$ cat config.mk
export PLATFORM = sky130hd
export DESIGN_NAME = pse_stack
export DESIGN_NICKNAME = d
export VERILOG_FILES = /design/src/hw/rtl/pse_pkg.sv /design/src/hw/rtl/pse_cell.sv /design/src/hw/rtl/pse_stack.sv
export SDC_FILE = /design/constraint.sdc
export NUM_CORES = 2
export LEC_CHECK = 0
export ABC_AREA = 0
export BUFFER_PORTS_ARGS = -buffer_cell sky130_fd_sc_hd__buf_2
export CAP_MARGIN = 5
export CORE_ASPECT_RATIO = 1.25
export CORE_MARGIN = 3
export CORE_UTILIZATION = 62
export DETAILED_ROUTE_END_ITERATION = 10
export GPL_ROUTABILITY_DRIVEN = 0
export PLACE_DENSITY = 0.88
export REMOVE_ABC_BUFFERS = 1
export SLEW_MARGIN = 15
export SYNTH_ARGS = -nofsm -noshare
export SYNTH_HDL_FRONTEND = slang
export SYNTH_SLANG_ARGS = --single-unit
export TNS_END_PERCENT = 10
$ cat constraint.sdc
create_clock -name clk -period 76.3 [get_ports clk]
set_clock_uncertainty 0.05 [all_clocks]
set_input_delay 0 -clock clk [delete_from_list [all_inputs] [get_ports clk]]
set_output_delay 0 -clock clk [all_outputs]
set_load 0.02 [all_outputs]
$ cat src/hw/rtl/pse_pkg.sv
// Shared constants, types and codes for the postfix stack evaluator.
`default_nettype none

package pse_pkg;

  localparam int STACK_DEPTH = 64;
  localparam int DATA_W      = 32;
  localparam int NUM_W       = 31;
  localparam int KIND_W      = 3;
  localparam int STATUS_W    = 2;
  localparam int DEPTH_W     = 7;
  localparam int CNT_W       = $clog2(STACK_DEPTH + 1);
  localparam int DIV_CNT_W   = $clog2(DATA_W);
  localparam int IN_DATA_W   = ((NUM_W + 7) / 8) * 8;
  localparam int OUT_FIELD_W = DATA_W + STATUS_W + DEPTH_W;
  localparam int OUT_DATA_W  = ((OUT_FIELD_W + 7) / 8) * 8;

  typedef enum logic [KIND_W-1:0] {
    KIND_NUMBER = 3'd0,
    KIND_ADD    = 3'd1,
    KIND_SUB    = 3'd2,
    KIND_MUL    = 3'd3,
    KIND_DIV    = 3'd4,
    KIND_FINISH = 3'd5
  } kind_t;

  typedef enum logic [STATUS_W-1:0] {
    STATUS_OK        = 2'd0,
    STATUS_OVERFLOW  = 2'd1,
    STATUS_UNDERFLOW = 2'd2,
    STATUS_DIVZERO   = 2'd3
  } status_t;

  // Per-cell move: keep, take from the neighbor above, take from the one below.
  typedef enum logic [1:0] {
    CELL_HOLD = 2'd0,
    CELL_PUSH = 2'd1,
    CELL_POP  = 2'd2
  } cell_op_t;

  // Whole-stack move requested by the control.
  typedef enum logic [1:0] {
    STK_HOLD    = 2'd0,
    STK_PUSH    = 2'd1,
    STK_REPLACE = 2'd2
  } stk_op_t;

  typedef struct packed {
    stk_op_t           op;
    logic [DATA_W-1:0] value;
  } stk_cmd_t;

  typedef enum logic [1:0] {
    ST_IDLE = 2'd0,
    ST_EXEC = 2'd1,
    ST_DIV  = 2'd2
  } state_t;

endpackage

`default_nettype wire

$ cat src/hw/rtl/pse_cell.sv
// One stack cell: a single entry that shifts toward either neighbor.
`default_nettype none

module pse_cell (
  input  wire                              clk,
  input  pse_pkg::cell_op_t                op,
  input  wire  [pse_pkg::DATA_W-1:0]       up_val,
  input  wire  [pse_pkg::DATA_W-1:0]       down_val,
  output logic [pse_pkg::DATA_W-1:0]       val
);

  always_ff @(posedge clk) begin
    unique case (op)
      pse_pkg::CELL_PUSH: val <= up_val;
      pse_pkg::CELL_POP:  val <= down_val;
      default:            val <= val;
    endcase
  end

endmodule

`default_nettype wire

$ cat src/hw/rtl/pse_stack.sv
// Row of stack cells; cell 0 is the top of the stack.
`default_nettype none

module pse_stack (
  input  wire                              clk,
  input  pse_pkg::stk_cmd_t                cmd,
  output logic [pse_pkg::DATA_W-1:0]       top0,
  output logic [pse_pkg::DATA_W-1:0]       top1
);

  logic [pse_pkg::DATA_W-1:0] vals [pse_pkg::STACK_DEPTH];
  pse_pkg::cell_op_t          ops  [pse_pkg::STACK_DEPTH];

  genvar i;
  generate
    for (i = 0; i < pse_pkg::STACK_DEPTH; i++) begin : g_cell
      logic [pse_pkg::DATA_W-1:0] up_val;
      logic [pse_pkg::DATA_W-1:0] down_val;

      // Cell 0 loads the new value; operators load the result there and pop the rest.
      always_comb begin
        unique case (cmd.op)
          pse_pkg::STK_PUSH:    ops[i] = pse_pkg::CELL_PUSH;
          pse_pkg::STK_REPLACE: ops[i] = (i == 0) ? pse_pkg::CELL_PUSH : pse_pkg::CELL_POP;
          default:              ops[i] = pse_pkg::CELL_HOLD;
        endcase
      end

      if (i == 0) begin : g_first
        assign up_val = cmd.value;
      end else begin : g_mid
        assign up_val = vals[i-1];
      end

      if (i == pse_pkg::STACK_DEPTH - 1) begin : g_last
        assign down_val = '0;
      end else begin : g_inner
        assign down_val = vals[i+1];
      end

      pse_cell u_cell (
        .clk      (clk),
        .op       (ops[i]),
        .up_val   (up_val),
        .down_val (down_val),
        .val      (vals[i])
      );
    end
  endgenerate

  assign top0 = vals[0];
  assign top1 = vals[1];

endmodule

`default_nettype wire

==> summary.log <==
qor: clock_tree.clockBufferDepth 3
qor: routing.drt-initial-drc-count 3304
qor: sta.final_hold_viol_count 0
qor: logic_synthesis.dominant_register_cell_in_the_synthesized_netlist sky130_fd_sc_hd__edfxtp_1
qor: sta.fin_hold_ws 0.0317 ns
qor: routing.final_antenna_net_count 0
qor: sta.achievable-frequency 165 MHz
qor: logic_synthesis.synth.largest_area_cell sky130_fd_sc_hd__edfxtp_1
qor: worst_setup_path.timing.critical_path.cells dlygate4sd3_1 -> buf_2 -> ha_4 -> buf_4 -> buf_12 -> buf_12 -> buf_12 -> buf_12 -> mux2_2
qor: worst_setup_path.cp_common_cell sky130_fd_sc_hd__buf_12
qor: worst_setup_path.critPathLaunchType input port
qor: power.power.share.switching 22.2%
qor: global_route.grt_first_pass_wirelength 220 mm
qor: clock_tree.clock_tree.root_cell sky130_fd_sc_hd__clkbuf_16
qor: layout.share_of_layout_cells_above_drive_strength_1 48.3%
qor: logic_synthesis.gate_count_after_technology_mapping 4293
qor: sta.setup-tns-final 0 ns
qor: clock_tree.cts_sinks 2048
qor: placement.placed_cells_incl_taps 6099
qor: sta.maxSlewHeadroom 11.7%
qor: clock_tree.cts.reportedPaths.clkPinSlew 0.06 ns
qor: sta.period_share 7.96%
qor: global_route.grt_antenna_before_repair 0
qor: layout.largest_reg_flops 2048
qor: global_route.groute.usage.overall 17.7%
qor: clock_tree.cts_inserted_buffers 187
qor: worst_setup_path.crit_path_end_kind flop
qor: floorplan.chipHeight 435 um
qor: power.totalPowerFinal 2.81 mW
qor: routing.drcViolationCount 0
qor: sta.final.min_clock_period 6.07 ns
qor: logic_synthesis.synth_most_common_cell sky130_fd_sc_hd__edfxtp_1
qor: placement.hpwl 68.1 mm
qor: clock_tree.tritoncts yes
qor: logic_synthesis.seq_area_frac_synth 67.3%
qor: floorplan.die_width 349 um
qor: floorplan.start_util 62.8%
qor: routing.drt_pre_antenna_iters 5
qor: global_route.vias_in_the_first_global_route 39895
qor: clock_tree.clkLatencyLatePin 0.81 ns
qor: global_route.grt_max_degree 219
qor: logic_synthesis.postSynthAreaPerCell 21.3 um^2
qor: logic_synthesis.netlist_top_cells_area sky130_fd_sc_hd__edfxtp_1, sky130_fd_sc_hd__mux2_4, sky130_fd_sc_hd__mux2_2, sky130_fd_sc_hd__buf_6, sky130_fd_sc_hd__mux2_1
qor: worst_setup_path.worst_ep_required_time 76.79 ns
qor: outcome.outcome completed
qor: logic_synthesis.synth_cell_count_leaders sky130_fd_sc_hd__edfxtp_1, sky130_fd_sc_hd__mux2_4, sky130_fd_sc_hd__mux2_2, sky130_fd_sc_hd__buf_6, sky130_fd_sc_hd__mux2_1
qor: logic_synthesis.synth_edf_count 2048
qor: routing.vias_per_cell 5.74
qor: placement.placement.io_buffers 98
qor: worst_hold_path.worst_hold_path_type in -> reg
qor: logic_synthesis.synth_area 91400 um^2
qor: logic_synthesis.post-synth-top-area-fraction 67.3%
qor: sta.grt_setup_unrepaired no
qor: worst_setup_path.worst-setup-path-type in -> reg
qor: floorplan.ios 99
qor: layout.diodes 0
qor: power.p_per_area 28.3 nW/um^2
qor: logic_synthesis.post_synth_num_cell_types 11
qor: power.p_leak 36.3 nW
qor: power.power_frac_comb 11.4%
qor: sta.setup_viol 0
qor: floorplan.fp.dieArea 152000 um^2
qor: power.seq_power_share 54.9%
qor: clock_tree.post-cts-setup-buffers 0
qor: layout.post-route-util 68.1%
qor: power.pwr-share-clk 33.7%
qor: layout.reg.largest.list g_cell.u_cell.val (2048)
qor: flow_run.max_cap_violations 0
qor: routing.wire_per_inst 20.6 um
qor: clock_tree.cts-htree-levels 4
qor: layout.largest_register g_cell.u_cell.val
qor: global_route.grt-ovfl-total 0
qor: layout.syn_to_final_growth 8.41%
qor: logic_synthesis.async_set_or_reset_flop_fraction_in_the_synthesized_netlist 0%
qor: sta.final_max_slew_viols 0
qor: power.power_report.internal_total 2.18 mW
qor: routing.vias 37353
qor: worst_setup_path.cp_slowest_stage_delay 0.89 ns
qor: power.irDropWorstVdd 23.3 uV
qor: floorplan.floorplan.core_area 145000 um^2
qor: layout.nets 4495
qor: floorplan.fp-row-count 156
qor: sta.worst_slew_pin_slew 1.32 ns
qor: layout.finalNonFillerCells 6511
qor: worst_setup_path.cp_slowest_cell sky130_fd_sc_hd__buf_12
qor: logic_synthesis.yosys_warnings 0
qor: routing.detail_route.wirelength 134 mm
qor: logic_synthesis.synth-seq-cells 2048
qor: power.p_switching 0.623 mW
qor: worst_setup_path.arrival 6.56 ns
qor: worst_setup_path.critical_path.max_fanout 171
==> worst max-delay path, delay by kind of cell <==
family	cells	cell delay, ns
buffers and inverters	7	4.85
multiplexers	1	0.44
adder cells (fa/ha/maj)	1	0.71
==> worst paths after layout <==
kind | start | endpoint | slack, ns | depth (start not counted)
max | cmd[33] | g_cell[1].u_cell.val[2]$_DFFE_PP_ | 70.23 | 9
min | cmd[32] | g_cell[63].u_cell.val[0]$_SDFFCE_PN0P_ | 0.03 | 4
max reg2reg | g_cell[0].u_cell.val[6]$_DFFE_PP_ | g_cell[1].u_cell.val[6]$_DFFE_PP_ | 75.14 | 1
min reg2reg | g_cell[47].u_cell.val[13]$_DFFE_PP_ | g_cell[48].u_cell.val[13]$_DFFE_PP_ | 0.49 | 1
==> cell usage in the layout (no fill, tap or decap), types with 31 or more instances in the layout <==
master | netlist | routed
sky130_fd_sc_hd__edfxtp_1 | 2048 | 2048
sky130_fd_sc_hd__clkbuf_1 | 3 | 44
sky130_fd_sc_hd__clkbuf_16 | 0 | 190
sky130_fd_sc_hd__mux2_1 | 154 | 154
sky130_fd_sc_hd__mux2_4 | 1300 | 1300
sky130_fd_sc_hd__dlygate4sd3_1 | 0 | 66
sky130_fd_sc_hd__mux2_2 | 530 | 530
sky130_fd_sc_hd__clkinv_2 | 0 | 31
sky130_fd_sc_hd__buf_2 | 22 | 98
sky130_fd_sc_hd__nor2b_1 | 32 | 32
sky130_fd_sc_hd__clkinv_1 | 0 | 39
==> metrics by stage <==
stage               setup WS [ns]  instance area (um^2)
global placement            70.03                 92300
floorplan                    7.86                 89000
finish                      70.23                 99000
CTS                         70.32                 99000
detailed placement          69.89                 92300
global route                69.92                 99000
==> power groups by stage <==
stage          logic (mW)  clock network (mW)  registers [mW]
3_5_place_dp        0.316                   0            1.56
6_report            0.320               0.944            1.54
3_3_place_gp        0.301                   0            1.55
5_1_grt             0.344                1.01            1.56
4_1_cts             0.324               0.967            1.54
2_1_floorplan       0.681                   0            1.72
==> layer usage <==
| layer | GRT usage [%] | share of wire [%] | wire [um] | up-vias |
|---|---|---|---|---|
| li1 | - | - | - | 17294 |
| met1 | 25.4 | 46 | 61300 | 19392 |
| met2 | 28.3 | 49 | 66400 | 460 |
| met3 | 3.03 | 2.9 | 3900 | 207 |
| met4 | 4.68 | 2.0 | 2740 | 0 |
| met5 | 0 | 0 | 0 | - |
==> final cells by class <==
| cell class | count | area [um^2] |
|---|---|---|
| Inverter | 2 | 15.0 |
| Sequential cell | 2048 | 61500 |
| Clock inverter | 112 | 1190 |
| Multi-Input combinational cell | 2018 | 27500 |
| Clock buffer | 234 | 4920 |
| Tap cell | 1896 | 2370 |
| Timing Repair Buffer | 201 | 1580 |
| Fill cell | 8471 | 46400 |
==> logic make-up after synthesis <==
logic type / count (synthesis) / share of synthesized area (%)
fa+ha+maj: 2 / 0.0274
buf+inv: 227 / 2.65
flops: 2048 / 67.3
mux: 1984 / 29.8
simple gates: 32 / 0.219
==> repair_timing <==
action / CTS / global route
gates resized for setup: 0 / 0
hold buffers: 66 / 0
hold endpoints to repair: 45 / 0
(Power assumes the default switching activity.)
