--- config.mk ---
export PLATFORM = sky130hd
export DESIGN_NAME = pse_div
export DESIGN_NICKNAME = d
export VERILOG_FILES = /design/src/hw/rtl/pse_pkg.sv /design/src/hw/rtl/pse_div.sv
export SDC_FILE = /design/constraint.sdc
export NUM_CORES = 1
export LEC_CHECK = 0
export BUFFER_PORTS_ARGS = -buffer_cell sky130_fd_sc_hd__buf_2
export CORE_MARGIN = 5
export CORE_UTILIZATION = 59
export DETAILED_ROUTE_END_ITERATION = 16
export GPL_TIMING_DRIVEN = 1
export PLACE_DENSITY = 0.81
export SKIP_CTS_REPAIR_TIMING = 1
export SYNTH_ARGS = -nofsm -noshare
export SYNTH_HDL_FRONTEND = slang
export SYNTH_SLANG_ARGS = --single-unit
--- constraint.sdc ---
create_clock -name clk -period 4.57 [get_ports clk]
set_clock_uncertainty 0.05 [all_clocks]
set_input_delay 0.457 -clock clk [delete_from_list [all_inputs] [get_ports clk]]
set_output_delay 0.457 -clock clk [all_outputs]
set_load 0.01 [all_outputs]
--- src/hw/rtl/pse_pkg.sv ---
// Shared constants, types and codes for the postfix stack evaluator.
`default_nettype none

package pse_pkg;

  localparam int STACK_DEPTH = 64;
  localparam int DATA_W      = 32;
  localparam int NUM_W       = 31;
  localparam int KIND_W      = 3;
  localparam int STATUS_W    = 2;
  localparam int DEPTH_W     = 7;
  localparam int CNT_W       = $clog2(STACK_DEPTH + 1);
  localparam int DIV_CNT_W   = $clog2(DATA_W);
  localparam int IN_DATA_W   = ((NUM_W + 7) / 8) * 8;
  localparam int OUT_FIELD_W = DATA_W + STATUS_W + DEPTH_W;
  localparam int OUT_DATA_W  = ((OUT_FIELD_W + 7) / 8) * 8;

  typedef enum logic [KIND_W-1:0] {
    KIND_NUMBER = 3'd0,
    KIND_ADD    = 3'd1,
    KIND_SUB    = 3'd2,
    KIND_MUL    = 3'd3,
    KIND_DIV    = 3'd4,
    KIND_FINISH = 3'd5
  } kind_t;

  typedef enum logic [STATUS_W-1:0] {
    STATUS_OK        = 2'd0,
    STATUS_OVERFLOW  = 2'd1,
    STATUS_UNDERFLOW = 2'd2,
    STATUS_DIVZERO   = 2'd3
  } status_t;

  // Per-cell move: keep, take from the neighbor above, take from the one below.
  typedef enum logic [1:0] {
    CELL_HOLD = 2'd0,
    CELL_PUSH = 2'd1,
    CELL_POP  = 2'd2
  } cell_op_t;

  // Whole-stack move requested by the control.
  typedef enum logic [1:0] {
    STK_HOLD    = 2'd0,
    STK_PUSH    = 2'd1,
    STK_REPLACE = 2'd2
  } stk_op_t;

  typedef struct packed {
    stk_op_t           op;
    logic [DATA_W-1:0] value;
  } stk_cmd_t;

  typedef enum logic [1:0] {
    ST_IDLE = 2'd0,
    ST_EXEC = 2'd1,
    ST_DIV  = 2'd2
  } state_t;

endpackage

`default_nettype wire

--- src/hw/rtl/pse_div.sv ---
// Signed 32-bit divider, restoring, one quotient bit per cycle, truncates toward zero.
`default_nettype none

module pse_div (
  input  wire                              clk,
  input  wire                              rst,
  input  wire                              start,
  input  wire  [pse_pkg::DATA_W-1:0]       dividend,
  input  wire  [pse_pkg::DATA_W-1:0]       divisor,
  output logic                             done,
  output logic [pse_pkg::DATA_W-1:0]       quotient
);

  localparam int W = pse_pkg::DATA_W;

  logic                         busy;
  logic                         neg;
  logic [W-1:0]                 rem;
  logic [W-1:0]                 quo;
  logic [W-1:0]                 den;
  logic [pse_pkg::DIV_CNT_W-1:0] cnt;
  logic [W:0]                   rem_sh;
  logic [W:0]                   diff;

  assign rem_sh = {rem, quo[W-1]};
  assign diff   = rem_sh - {1'b0, den};

  always_ff @(posedge clk) begin
    if (rst) begin
      busy <= 1'b0;
      done <= 1'b0;
      cnt  <= '0;
    end else if (start) begin
      busy <= 1'b1;
      done <= 1'b0;
      cnt  <= '0;
    end else if (busy) begin
      cnt <= cnt + 1'b1;
      if (cnt == pse_pkg::DIV_CNT_W'(W - 1)) begin
        busy <= 1'b0;
        done <= 1'b1;
      end
    end
  end

  always_ff @(posedge clk) begin
    if (start) begin
      neg <= dividend[W-1] ^ divisor[W-1];
      rem <= '0;
      quo <= dividend[W-1] ? (~dividend + 1'b1) : dividend;
      den <= divisor[W-1] ? (~divisor + 1'b1) : divisor;
    end else if (busy) begin
      if (!diff[W]) begin
        rem <= diff[W-1:0];
        quo <= {quo[W-2:0], 1'b1};
      end else begin
        rem <= rem_sh[W-1:0];
        quo <= {quo[W-2:0], 1'b0};
      end
    end
  end

  assign quotient = neg ? (~quo + 1'b1) : quo;

endmodule

`default_nettype wire

==> impl_metrics.tcl, run 1 <==
set metrics [dict create \
    antenna_cells 0 \
    timing.rr.end "rem[0]" \
    antenna_left 0 \
    grt.total_usage_pct 22.75 \
    synth-edff-count 65 \
    drc 0 \
    p_sw_share_pct 32.82 \
    switchingPower_uw 941.2 \
    cts_root_buffer "clkbuf_16" \
    ioPinCount 100 \
    startpoint_type "register" \
    max_slew.worst_pin.slew_ns 1.007 \
    path_cells "nor3_2 > nand3_1 > or3_4 > or4_4 > or4b_4 > or4_4 > o41ai_2 > xnor2_1 > buf_2" \
    clkPwrFrac_pct 26.9 \
    drt_iter0_markers 395 \
    p_int_uw 1926 \
    yosys.cell_types.count 64 \
    port_buffers 99 \
    antenna_found_initial 1 \
    drt_wl_total_um 17110 \
    finalSetupViolations 0 \
    hold_class "in2reg" \
    cpMaxStageDelayCell "or4b_4" \
    endpoint "quotient[29]" \
    coreArea_um2 12670 \
    finalNetCount 1041 \
    run_status "finished clean" \
    clk-insertion-delay-late_ns 0.36 \
    final-hold-violation-count 0 \
    vias_per_cell 5.815 \
    synth_cells 862 \
    cts.sinks 104 \
    gp_congestion 0.9618 \
    dp_hpwl_um 12720 \
    cp_data_arrival_time_ns 3.54 \
    fin_cells 1113 \
    crit_required_ns 4.06 \
    rr_startpoint "quo[31]" \
    pwr-share-seq_pct 41.5 \
    rows 41 \
    min_period_ns 4.049 \
    area_growth_pct 11.65 \
    crit_buf_inv 1 \
    maxSlewHeadroom_pct 32.84 \
    fin_crit_sh_pct 88.59 \
    path_max_fanout 5 \
    p_leak_uw 0.003510 \
    synth_area_um2 7650 \
    path_common_cell "or4_4" \
    yosysSeqAreaShare_pct 35.72 \
    detail_route.wl_per_cell_um 15.37 \
    numCtsBuffers 9 \
    fp.dieH_um 123.9 \
    r2r_cells 12 \
    synth-async-reset-ratio_pct 0 \
    clk_path_buf_depth 2 \
    htreeDepth 3 \
    rsz0062_at_grt "no" \
    start_util_pct 60.37 \
    drtPass1Iterations 5 \
    placed_cells 1097 \
    ys_warn_count 0 \
    synth-main-ff-cell "edfxtp_1" \
    fmax_mhz 247.0 \
    drive_gt1_share_pct 14.88 \
    grt_pass1_wl_um 28100 \
    critPathLaunch "quo[4]" \
    maxCapViolCount 0 \
    path_depth 9 \
    comb_power_share_pct 31.6 \
    vias 6472 \
    critPathCaptureType "output pin" \
    critical_path.max_stage_delay_ns 0.57 \
    crit_family "simple AND/OR/NAND/NOR gates" \
    vdd_drop_max_v 0.0002425 \
    critical_path_class "reg2out" \
    grt_pass1_vias 6041 \
    synth_seq_cells 104 \
    slew_viol_final 0 \
    setup-tns-final_ns 0 \
    syn_nets 967 \
    clk_pin_slew_worst_paths_ns 0.07 \
    syn-mean-instance-area_um2 8.875 \
    die_w_um 123.9 \
    power_density_nw_per_um2 335.7 \
    die_area_um2 15340 \
    total_power_uw 2867 \
    postLayoutCoreUtil_pct 67.40 \
    gr-total-overflow 0 \
    grt_max_degree 68 \
    r2r_setup_slack_ns 0.99 \
    cts_tree "done" \
]
==> per-stage QoR <==
step	cell area, um2	worst slack [ns]	hold slack [ns]
4_1_cts	8541	0.5033	0.1962
6_report	8541	0.5213	0.2050
3_5_place_dp	8252	0.9110	0.4272
5_1_grt	8541	0.3879	0.2042
2_1_floorplan	7650	1.140	0.4040
3_3_place_gp	8252	0.9584	0.3992
==> state kept, by name, indices dropped and copies added, names as in the netlist <==
signal  flops
quo        32
den        32
rem        32
neg         1
done        1
busy        1
cnt         5
==> synthesized netlist by cell type, drive strengths merged, types with 7 or more instances <==
| library cell | number | share of area, % |
|---|---|---|
| nor2 | 93 | 4.6 |
| xnor2 | 76 | 8.7 |
| a21oi | 65 | 4.3 |
| edfxtp | 65 | 26 |
| o21ai | 55 | 3.6 |
| nand2 | 54 | 2.6 |
| inv | 52 | 2.6 |
| xor2 | 40 | 4.6 |
| dfxtp | 39 | 10 |
| ha | 37 | 6.1 |
| clkbuf | 35 | 1.7 |
| a211oi | 33 | 3.2 |
| o31ai | 26 | 2.8 |
| a21o | 22 | 2.2 |
| mux2i | 22 | 2.9 |
| or3 | 19 | 1.7 |
| or4 | 16 | 1.7 |
| o41ai | 12 | 1.6 |
| nor3 | 9 | 0.65 |
| nand2b | 8 | 0.75 |
| nor2b | 7 | 0.57 |
| or2 | 7 | 0.57 |
==> kinds of logic (layout without fill, tap and decap cells) <==
kind of cell	count (synthesis)	in the layout	synth area share [%]
simple gates	241	241	15.65
xor+xnor	116	116	13.28
compound gates	247	247	21.33
mux	23	23	3.026
buf+inv	93	172	4.678
fa+ha+maj	38	38	6.313
flops	104	104	35.72
==> worst min-delay path by stage <==
stage / from / endpoint / slack, ns / depth (start not counted)
6_report: rst / busy / 0.20 / 2
5_1_grt: rst / busy / 0.20 / 2
4_1_cts: rst / busy / 0.20 / 2
3_5_place_dp: done / done / 0.43 / 2
3_3_place_gp: done / done / 0.40 / 2
2_1_floorplan: rem[31] / rem[31] / 0.40 / 2
==> power by group through the flow <==
| stage | Combinational [uW] | Sequential (uW) | Clock [uW] |
|---|---|---|---|
| floorplan | 667 | 1180 | 0 |
| global placement | 880 | 1200 | 0 |
| detailed placement | 899 | 1210 | 0 |
| CTS | 907 | 1190 | 783 |
| global route | 1010 | 1200 | 819 |
| finish | 906 | 1190 | 772 |
==> per-layer routing <==
layer | GRT usage [%] | share of wire [%] | up-vias
met5 | 0 | 0.076 | -
met4 | 8.858 | 2.1 | 2
met3 | 3.134 | 5.7 | 30
met2 | 38.15 | 47 | 164
met1 | 29.79 | 45 | 3017
li1 | - | - | 3259
==> cells in the final DEF (no fill, tap or decap), drive strengths merged, types with 12 or more instances in the layout <==
cell / Yosys / layout
buf: 6 / 104
nor2: 93 / 93
xnor2: 76 / 76
a21oi: 65 / 65
edfxtp: 65 / 65
o21ai: 55 / 55
nand2: 54 / 54
inv: 52 / 52
xor2: 40 / 40
dfxtp: 39 / 39
ha: 37 / 37
a211oi: 33 / 33
o31ai: 26 / 26
mux2i: 22 / 22
a21o: 22 / 22
or3: 19 / 19
or4: 16 / 16
o41ai: 12 / 12
==> final cells by class <==
class                   count  area [um2]
clock buffers              10       229.0
clock inverters             6       60.06
fillers                  1076        4130
inverters                  52       195.2
multi-input cells         665        4572
flip-flops and latches    104        2734
well taps                 172       215.2
repair buffers            104       535.5
Power figures use the tool's default switching activity.
==> run 2, diff against run 1 <==
--- a/config.mk
+++ b/config.mk
@@ -5,7 +5,7 @@
 export SDC_FILE = /design/constraint.sdc
 export NUM_CORES = 1
 export LEC_CHECK = 0
-export BUFFER_PORTS_ARGS = -buffer_cell sky130_fd_sc_hd__buf_2
+export BUFFER_PORTS_ARGS = -buffer_cell sky130_fd_sc_hd__clkbuf_2
 export CORE_MARGIN = 5
 export CORE_UTILIZATION = 59
 export DETAILED_ROUTE_END_ITERATION = 16
==> run 2 against run 1 <==
Effect of this change: clock-buffer cell count up 3; critical endpoint unchanged; cell count about the same; sequential share of layout area increased by 0.075 points; register-to-register slack worse by 0.10 ns; die area stayed put; non-clock buffer count fell by 1; critical path type unchanged; highest routed layer is now met4; maximum frequency is 1.2% lower; sequential power barely moved; final area is 0.23% lower.
==> impl_metrics.tcl, run 2 (synthesis results as in run 1) <==
set metrics [dict create \
    die_area_um2 15340 \
    largest_registers "den x32, quo x32, rem x32" \
    layout_commonest_cell "clkbuf_2" \
    grt_pass1_wl_um 28170 \
    min_period_ns 4.100 \
    port_buffers 99 \
    vias 6503 \
    fin_crit_sh_pct 89.71 \
    clk_pin_slew_worst_paths_ns 0.06 \
    antenna_cells 0 \
    postLayoutCoreUtil_pct 67.25 \
    finalSetupViolations 0 \
    slew_viol_final 0 \
    crit_required_ns 4.06 \
    cts_tree "done" \
    r2r_setup_slack_ns 0.89 \
    dp_hpwl_um 12340 \
    p_leak_uw 0.003519 \
    critPathLaunch "quo[3]" \
    area_growth_pct 11.38 \
    drtPass1Iterations 5 \
    ioPinCount 100 \
    finalWorstSetupSlack_ns 0.4701 \
    fin_cells 1112 \
    drive_gt1_share_pct 14.68 \
    htreeDepth 3 \
    drt_iter0_markers 519 \
    coreArea_um2 12670 \
    fmax_mhz 243.9 \
    placed_cells 1096 \
    cts.sinks 104 \
    run_status "finished clean" \
    grt_max_degree 75 \
    rr_startpoint "quo[31]" \
    drt_wl_total_um 16960 \
    startpoint_type "register" \
    finalNetCount 1040 \
    cp_data_arrival_time_ns 3.59 \
    max_slew.worst_pin.slew_ns 0.9370 \
    die_w_um 123.9 \
    power_density_nw_per_um2 333.2 \
    vias_per_cell 5.848 \
    detail_route.wl_per_cell_um 15.25 \
    total_power_uw 2839 \
    r2r_cells 13 \
    path_max_fanout 5 \
    rows 41 \
    gp_congestion 0.9440 \
    vdd_drop_max_v 0.0001917 \
    setup-tns-final_ns 0 \
    antenna_found_initial 0 \
    critical_path_class "reg2out" \
    drc 0 \
    clk-insertion-delay-late_ns 0.36 \
    grt.total_usage_pct 22.80 \
    fp.dieH_um 123.9 \
    timing.rr.end "rem[22]" \
    grt_pass1_vias 6072 \
    pre_cts_slack_ns 0.8613 \
    final-hold-violation-count 0 \
    final_cell_mix "clkbuf_2 (98), nor2_1 (93), xnor2_1 (76)" \
    maxSlewHeadroom_pct 37.53 \
    gr-total-overflow 0 \
    cts_root_buffer "clkbuf_16" \
    numCtsBuffers 9 \
    critPathCaptureType "output pin" \
    start_util_pct 60.37 \
    hold_class "in2reg" \
    maxCapViolCount 0 \
    antenna_left 0 \
    endpoint "quotient[29]" \
    rsz0062_at_grt "no" \
    clk_path_buf_depth 2 \
]
-- run 2: cell type report --
type	instances	area [um2]
inverters	52	195.2
repair buffers	103	528.0
flip-flops and latches	104	2734
multi-input cells	665	4572
clock buffers	13	260.3
well taps	172	215.2
clock inverters	3	16.27
fillers	1100	4150
-- run 2: per-stage QoR --
| stage | hold WS [ns] | instance area, um2 |
|---|---|---|
| 6_report | 0.2205 | 8521 |
| 5_1_grt | 0.2082 | 8521 |
| 4_1_cts | 0.2114 | 8521 |
| 3_5_place_dp | 0.4151 | 8244 |
| 3_3_place_gp | 0.4058 | 8244 |
| 2_1_floorplan | 0.4040 | 7650 |
-- run 2: routing by layer --
layer | up-vias | wire (um) | track usage (%)
li1 | 3271 | - | -
met1 | 3034 | 7589 | 30.17
met2 | 180 | 7994 | 37.82
met3 | 18 | 1088 | 4.223
met4 | 0 | 282 | 7.266
met5 | - | 0 | 0
-- run 2: where the power goes --
group	total, uW	internal (uW)	switching (uW)
combinational	905	394	511
sequential	1190	1110	81.4
clock	744	397	346
total	2840	1900	939
-- run 2: worst min-delay path by stage --
| stage | startpoint | endpoint | slack [ns] | depth (start not counted) |
|---|---|---|---|---|
| finish | rst | busy | 0.22 | 2 |
| detailed placement | done | done | 0.42 | 2 |
| global route | rst | busy | 0.21 | 2 |
| CTS | rst | busy | 0.21 | 2 |
| floorplan | rem[31] | rem[31] | 0.40 | 2 |
| global placement | done | done | 0.41 | 2 |
-- run 2: worst max-delay path: stages, from the launching register on --
cell and delay, ns:
edfxtp_1 0.46, nor3_2 0.23, nand3_1 0.12, or3_4 0.35, or4_4 0.47, or4b_4 0.58, or4_4 0.47, o41ai_2 0.25
xnor2_1 0.16, clkbuf_2 0.15
